===== src/hw/rtl/cpg_pkg.sv =====
// shared constants, types and functions of the phase oscillator step
`default_nettype none
package cpg_pkg;
    localparam int FRAC_BITS_DEF = 12;
    localparam int SINE_ITER_DEF = 14;
    localparam int TAB_LEN = 20;
    localparam int CFG_IDX_W = 3;
    localparam int CFG_DATA_W = 16;
    localparam logic signed [31:0] CORDIC_X0 = 32'sd652032874;
    localparam logic [13:0] INV_TWO_PI_Q16 = 14'd10430;

    localparam logic [CFG_IDX_W-1:0] REG_AMP_TGT   = 3'd0;
    localparam logic [CFG_IDX_W-1:0] REG_OFF_TGT   = 3'd1;
    localparam logic [CFG_IDX_W-1:0] REG_BIAS1     = 3'd2;
    localparam logic [CFG_IDX_W-1:0] REG_BIAS2     = 3'd3;
    localparam logic [CFG_IDX_W-1:0] REG_TSTEP     = 3'd4;
    localparam logic [CFG_IDX_W-1:0] REG_WEIGHT    = 3'd5;
    localparam logic [CFG_IDX_W-1:0] REG_FREQ      = 3'd6;
    localparam logic [CFG_IDX_W-1:0] REG_GAIN      = 3'd7;

    function automatic logic [31:0] atan_turn(input logic [4:0] i);
        case (i)
            5'd0:  atan_turn = 32'h20000000;
            5'd1:  atan_turn = 32'h12E4051E;
            5'd2:  atan_turn = 32'h09FB385B;
            5'd3:  atan_turn = 32'h051111D4;
            5'd4:  atan_turn = 32'h028B0D43;
            5'd5:  atan_turn = 32'h0145D7E1;
            5'd6:  atan_turn = 32'h00A2F61E;
            5'd7:  atan_turn = 32'h00517C55;
            5'd8:  atan_turn = 32'h0028BE53;
            5'd9:  atan_turn = 32'h00145F2F;
            5'd10: atan_turn = 32'h000A2F98;
            5'd11: atan_turn = 32'h000517CC;
            5'd12: atan_turn = 32'h00028BE6;
            5'd13: atan_turn = 32'h000145F3;
            5'd14: atan_turn = 32'h0000A2F9;
            5'd15: atan_turn = 32'h0000517C;
            5'd16: atan_turn = 32'h000028BE;
            5'd17: atan_turn = 32'h0000145F;
            5'd18: atan_turn = 32'h00000A2F;
            5'd19: atan_turn = 32'h00000517;
            default: atan_turn = 32'h0;
        endcase
    endfunction

    typedef struct packed {
        logic start;
        logic busy;
    } t_lane_ctl;
endpackage
`default_nettype wire


===== src/hw/rtl/cpg_coupling_lane.sv =====
// one coupling lane: iterative cordic sine, then weight and 1/(2 pi) scaling
`default_nettype none
module cpg_coupling_lane #(
    parameter int FRAC_BITS = cpg_pkg::FRAC_BITS_DEF,
    parameter int SINE_ITER = cpg_pkg::SINE_ITER_DEF
) (
    input  wire logic               i_clk,
    input  wire logic               i_rst_n,
    input  wire logic               i_start,
    input  wire logic               i_present,
    input  wire logic [15:0]        i_angle,
    input  wire logic signed [15:0] i_weight,
    output logic                    o_done,
    output logic signed [31:0]      o_term
);
    import cpg_pkg::*;

    localparam int NIT = (SINE_ITER < TAB_LEN) ? SINE_ITER : TAB_LEN;
    localparam int SSH = 30 - FRAC_BITS;
    localparam int PSH = FRAC_BITS + 16;

    typedef enum logic [2:0] {S_IDLE, S_ROT, S_SINE, S_MUL1, S_MUL2, S_DONE} t_state;

    t_state                 r_state;
    logic [4:0]             r_it;
    logic signed [33:0]     r_x, r_y, r_z;
    logic                   r_neg, r_present;
    logic signed [22:0]     r_s;
    logic signed [38:0]     r_p1;
    logic signed [53:0]     r_p2;
    logic signed [31:0]     r_term;

    logic [31:0]            a_full, a_fold;
    logic                   fold;
    logic signed [33:0]     xs, ys, atn;
    logic signed [33:0]     yr;
    logic signed [22:0]     s_raw, s_one;
    logic signed [53:0]     p2r;

    always_comb begin
        a_full = {i_angle, 16'h0};
        fold   = (a_full >= 32'h40000000) && (a_full < 32'hC0000000);
        a_fold = fold ? (a_full - 32'h80000000) : a_full;
        xs  = r_x >>> r_it;
        ys  = r_y >>> r_it;
        atn = $signed({2'b00, atan_turn(r_it)});
        yr  = r_y + (34'sd1 <<< (SSH - 1));
        s_raw = 23'(yr >>> SSH);
        s_one = 23'sd1 <<< FRAC_BITS;
        p2r = r_p2 + (54'sd1 <<< (PSH - 1));
    end

    always_ff @(posedge i_clk) begin
        if (!i_rst_n) begin
            r_state <= S_IDLE;
        end else begin
            unique case (r_state)
                S_IDLE: if (i_start) begin
                    r_x <= 34'(CORDIC_X0);
                    r_y <= '0;
                    r_z <= 34'($signed(a_fold));
                    r_neg <= fold;
                    r_present <= i_present;
                    r_it <= '0;
                    r_state <= S_ROT;
                end
                S_ROT: begin
                    if (!r_z[33]) begin
                        r_x <= r_x - ys; r_y <= r_y + xs; r_z <= r_z - atn;
                    end else begin
                        r_x <= r_x + ys; r_y <= r_y - xs; r_z <= r_z + atn;
                    end
                    r_it <= r_it + 5'd1;
                    if (r_it == 5'(NIT - 1)) r_state <= S_SINE;
                end
                S_SINE: begin
                    if (s_raw > s_one) r_s <= r_neg ? -s_one : s_one;
                    else if (s_raw < -s_one) r_s <= r_neg ? s_one : -s_one;
                    else r_s <= r_neg ? -s_raw : s_raw;
                    r_state <= S_MUL1;
                end
                S_MUL1: begin
                    r_p1 <= 39'(i_weight) * 39'(r_s);
                    r_state <= S_MUL2;
                end
                S_MUL2: begin
                    r_p2 <= 54'(r_p1) * 54'($signed({1'b0, INV_TWO_PI_Q16}));
                    r_state <= S_DONE;
                end
                S_DONE: begin
                    r_term <= r_present ? 32'(p2r >>> PSH) : '0;
                    r_state <= S_IDLE;
                end
                default: r_state <= S_IDLE;
            endcase
        end
    end

    assign o_done = (r_state == S_IDLE);
    assign o_term = r_term;
endmodule
`default_nettype wire


===== config.mk =====
export PLATFORM = sky130hd
export DESIGN_NAME = cpg_coupling_lane
export DESIGN_NICKNAME = d
export VERILOG_FILES = /design/src/hw/rtl/cpg_pkg.sv /design/src/hw/rtl/cpg_coupling_lane.sv
export SDC_FILE = /design/constraint.sdc
export NUM_CORES = 2
export LEC_CHECK = 0
export BUFFER_PORTS_ARGS = -buffer_cell sky130_fd_sc_hd__buf_2
export CAP_MARGIN = 30
export CORE_ASPECT_RATIO = 2
export CORE_MARGIN = 2
export CORE_UTILIZATION = 25
export DETAILED_ROUTE_END_ITERATION = 6
export GPL_ROUTABILITY_DRIVEN = 0
export PLACE_DENSITY = 0.47
export SLEW_MARGIN = 20
export SYNTH_ARGS = -nofsm -noshare
export SYNTH_HDL_FRONTEND = slang
export SYNTH_SLANG_ARGS = --single-unit

===== constraint.sdc =====
create_clock -name i_clk -period 18.8 [get_ports i_clk]
set_input_delay 2.82 -clock i_clk [delete_from_list [all_inputs] [get_ports i_clk]]
set_output_delay 2.82 -clock i_clk [all_outputs]
set_load 0.03 [all_outputs]

==> implementation parameters <==
Parameter                              Value

Critical path
  CP endpoint kind    register
  Worst-path maximum fanout    19
  Sort of element at the start of the critical path    primary input
  Setup Crit Path Kind    primary input to register
  CP required    19.14 ns
  Critical path arrival    9.28 ns

Global route
  Wire length of the first global-routing pass    226 mm
  GRT Residual Overflow    0
  Number of global-route vias before repair    37771
  Total routing resource utilization after global routing    16.6%
  Maximum number of pins on one net before global-route repair    117
  Number of antenna violations at the first check in global routing    4

Synthesis
  Sequential element share of the synthesized area    16.5%
  Post-synthesis net count    5785
  Simple-gate share of the synthesized area    13.7%
  Area fraction in compound gates after synthesis    11.8%
  Syn Inst Count    4787
  Mapped Area    44700 sq um
  Synthesized area per cell    9.34 sq um
  Top flip-flop cell by instance count after synthesis    edfxtp_1
  XOR/XNOR share of the synthesized area    6.32%
  Dominant combinational cell family by area after synthesis    adder cells
  Synth Register Bits    257
  Multiplexer area fraction after synthesis    6.32%
  Adder and majority gate portion of the synthesized area    36.8%
  Number of distinct library cells after synthesis    100
  Yosys warning count    0
  Count of flip-flops with a built-in enable after synthesis    224
  Share of flip-flops with an asynchronous set or reset after synthesis    0%

Floorplan
  Core Region    178000 sq um
  Number of rows created at floorplan    219
  Die Wd    303 microns
  Initial Utilization    25.1%
  I/O pin count    69
  Floorplan die area    182000 sq um
  Die Height    602 microns

CTS
  CTS Buf Count    35
  Master cell of the clock root buffer    clkbuf_16
  CTS max path bufs    3
  Clk_lat worst skew    0.60 ns
  Clock tree from TritonCTS    built
  Clock Sink Count    257
  Post-CTS clock slew at the launch and capture registers of the worst setup and hold paths    0.06 ns
  Resized Gates After CTS    0
  H-tree levels    2
  Number of hold buffers added after cts    0
  Setup fix buffers added after clock tree synthesis    0

STA
  Maximum clock frequency    112 MHz
  Setup repair after global routing missed its margin    false
  Slew headroom    24.7%
  Final count of hold timing violations    0
  Final clock period utilization by the worst path    47.6%
  Final hold slack    0.607 ns
  Clock Skew    0.0488 ns
  Setup total negative slack    0 ns
  Post-route minimum period    8.94 ns
  Count of final setup violators    0
  Slew @ Worst Pin    1.13 ns
  Final max-slew violation count    0

Pwr
  Reported leakage power    0.0214 uW
  Power per unit of standard cell area    118 nW/um^2
  Peak ir drop on the vdd network    130 uV

Cells and area
  Area overhead of the layout relative to synthesis    8.60%
  Final cell area excluding filler cells    48600 sq um
  Share of post-route cells with drive strength above 1    6.50%
  Nets    5740

Detailed routing
  Per-cell routed wire length    21.3 microns
  Via count    34823
  Detailed-route DRC error count    5
  Detailed Route WL    151 mm
  Number of detailed-route iterations in the first pass    7
  Antenna Nets Post-Route    0
  Count of routing violations after the opening detailed-route iteration    1963
  Via density per instance    4.91

Placed design
  Standard cell area after detailed placement    47400 sq um
  Post-DP HPWL    121 mm
  Buffers on Ports    68

Outcome
  Result of the run    finished, violations left
  Failing checks    design-rule violations

Hold path
  Worst min path class    register to register

Run
  Number of max-cap violations    0
per-layer routing:
layer | wire length, microns | vias up | share of wire, % | track usage, %
met5 | 16 | - | 0.011 | 0
met4 | 13900 | 2 | 9.2 | 13.0
met3 | 5480 | 469 | 3.6 | 2.44
met2 | 87100 | 977 | 58 | 33.4
met1 | 44400 | 17524 | 29 | 13.9
li1 | - | 15851 | - | -
path summary, 6_finish.rpt:
check	from	to	slack, ns	cells after the start
max	i_weight[15]	r_p1[37]	9.86	22
min	r_state[2]	r_state[1]	0.61	1
max reg2reg	r_it[0]	r_y[33]	10.38	23
min reg2reg	r_state[2]	r_state[1]	0.61	1
registers in the layout (all words and copies together) (netlist names):
register   count
o_term        26
r_y           34
r_p2          27
r_p1          39
r_it           5
r_z           34
r_x           34
r_neg          1
atn           30
r_present      1
r_s           23
r_state        3
layout make-up:
class | count | area [sq um]
Antenna cell | 1 | 2.50
Clock buffer | 37 | 893
Clock inverter | 25 | 230
Fill cell | 18975 | 129000
Inverter | 771 | 2900
Multi-Input combinational cell | 3564 | 33600
Sequential cell | 257 | 7390
Tap cell | 2320 | 2900
Timing Repair Buffer | 113 | 686
logic make-up after synthesis:
family	Yosys count
xor+xnor	321
simple gates	1274
buf+inv	966
mux	187
compound gates	820
fa+ha+maj	962
flops	257
placed cells by master, fill, tap and decap left out, types with 11 or more instances in the layout:
cell and n:
inv_1 766, fa_1 591, nand2_1 428, ha_1 371
nor2_1 292, a21oi_1 232, edfxtp_1 224, and2_1 197
xnor2_1 193, o21ai_0 171, xor2_1 127, mux2i_1 86
a21o_1 84, buf_2 74, nand3_1 71, mux4_2 67
nor3_1 63, a31oi_1 42, nand2b_1 39, clkbuf_16 35
buf_4 35, dfxtp_1 33, and3_1 32, a211oi_1 29
nor2b_1 29, o22ai_1 26, o21a_1 25, o21bai_1 23
nand4_1 23, mux2_2 22, o211ai_1 20, or2_2 17
nor4_1 16, o31ai_1 13, or3_1 12, nor3b_1 11
power by group:
group / leakage (uW) / switching [uW] / internal (uW)
registers: 0.00234 / 83.6 / 838
logic: 0.0185 / 2410 / 1730
clock network: 0.000561 / 298 / 378
total: 0.0214 / 2790 / 2940
per-stage QoR:
| step | setup slack, ns | instances | util [%] | total power (uW) |
|---|---|---|---|---|
| floorplan | 10.07 | 4787 | - | 3980 |
| global placement | 9.24 | 7017 | 26.6 | 5060 |
| detailed placement | 9.27 | 7020 | 26.6 | 5070 |
| CTS | 9.90 | 7082 | 27.3 | 5790 |
| global route | 9.44 | 7088 | 27.3 | 6270 |
| finish | 9.86 | 7088 | 27.3 | 5740 |
synthesized netlist by cell type (25+ instances only):
cell type / count / area (sq um)
a211oi_1: 31 / 233
a21o_1: 84 / 631
a21oi_1: 232 / 1160
a31oi_1: 42 / 263
and2_1: 197 / 1230
and3_1: 33 / 206
clkbuf_1: 140 / 526
dfxtp_1: 33 / 661
edfxtp_1: 224 / 6730
fa_1: 591 / 11800
ha_1: 371 / 4640
inv_1: 767 / 2880
mux2i_1: 87 / 871
mux4_2: 67 / 1510
nand2_1: 428 / 1610
nand2b_1: 39 / 244
nand3_1: 71 / 355
nor2_1: 292 / 1100
nor2b_1: 29 / 181
nor3_1: 64 / 320
o21a_1: 25 / 188
o21ai_0: 171 / 856
o22ai_1: 26 / 163
xnor2_1: 193 / 1690
xor2_1: 127 / 1110
worst max-delay path, stage by stage:
cell	delay (ns)
buf_2	0.20
clkinv_1	0.62
nor2_1	0.33
fa_1	0.46
fa_1	0.51
fa_1	0.42
fa_1	0.46
fa_1	0.57
inv_1	0.07
fa_1	0.48
inv_1	0.04
ha_1	0.36
a21o_1	0.19
a21o_1	0.17
a21o_1	0.17
a211o_1	0.29
a21o_1	0.18
o41a_1	0.44
nand4_1	0.12
nand4b_1	0.10
a21oi_1	0.18
xnor2_1	0.08
(Power assumes the default switching activity.)
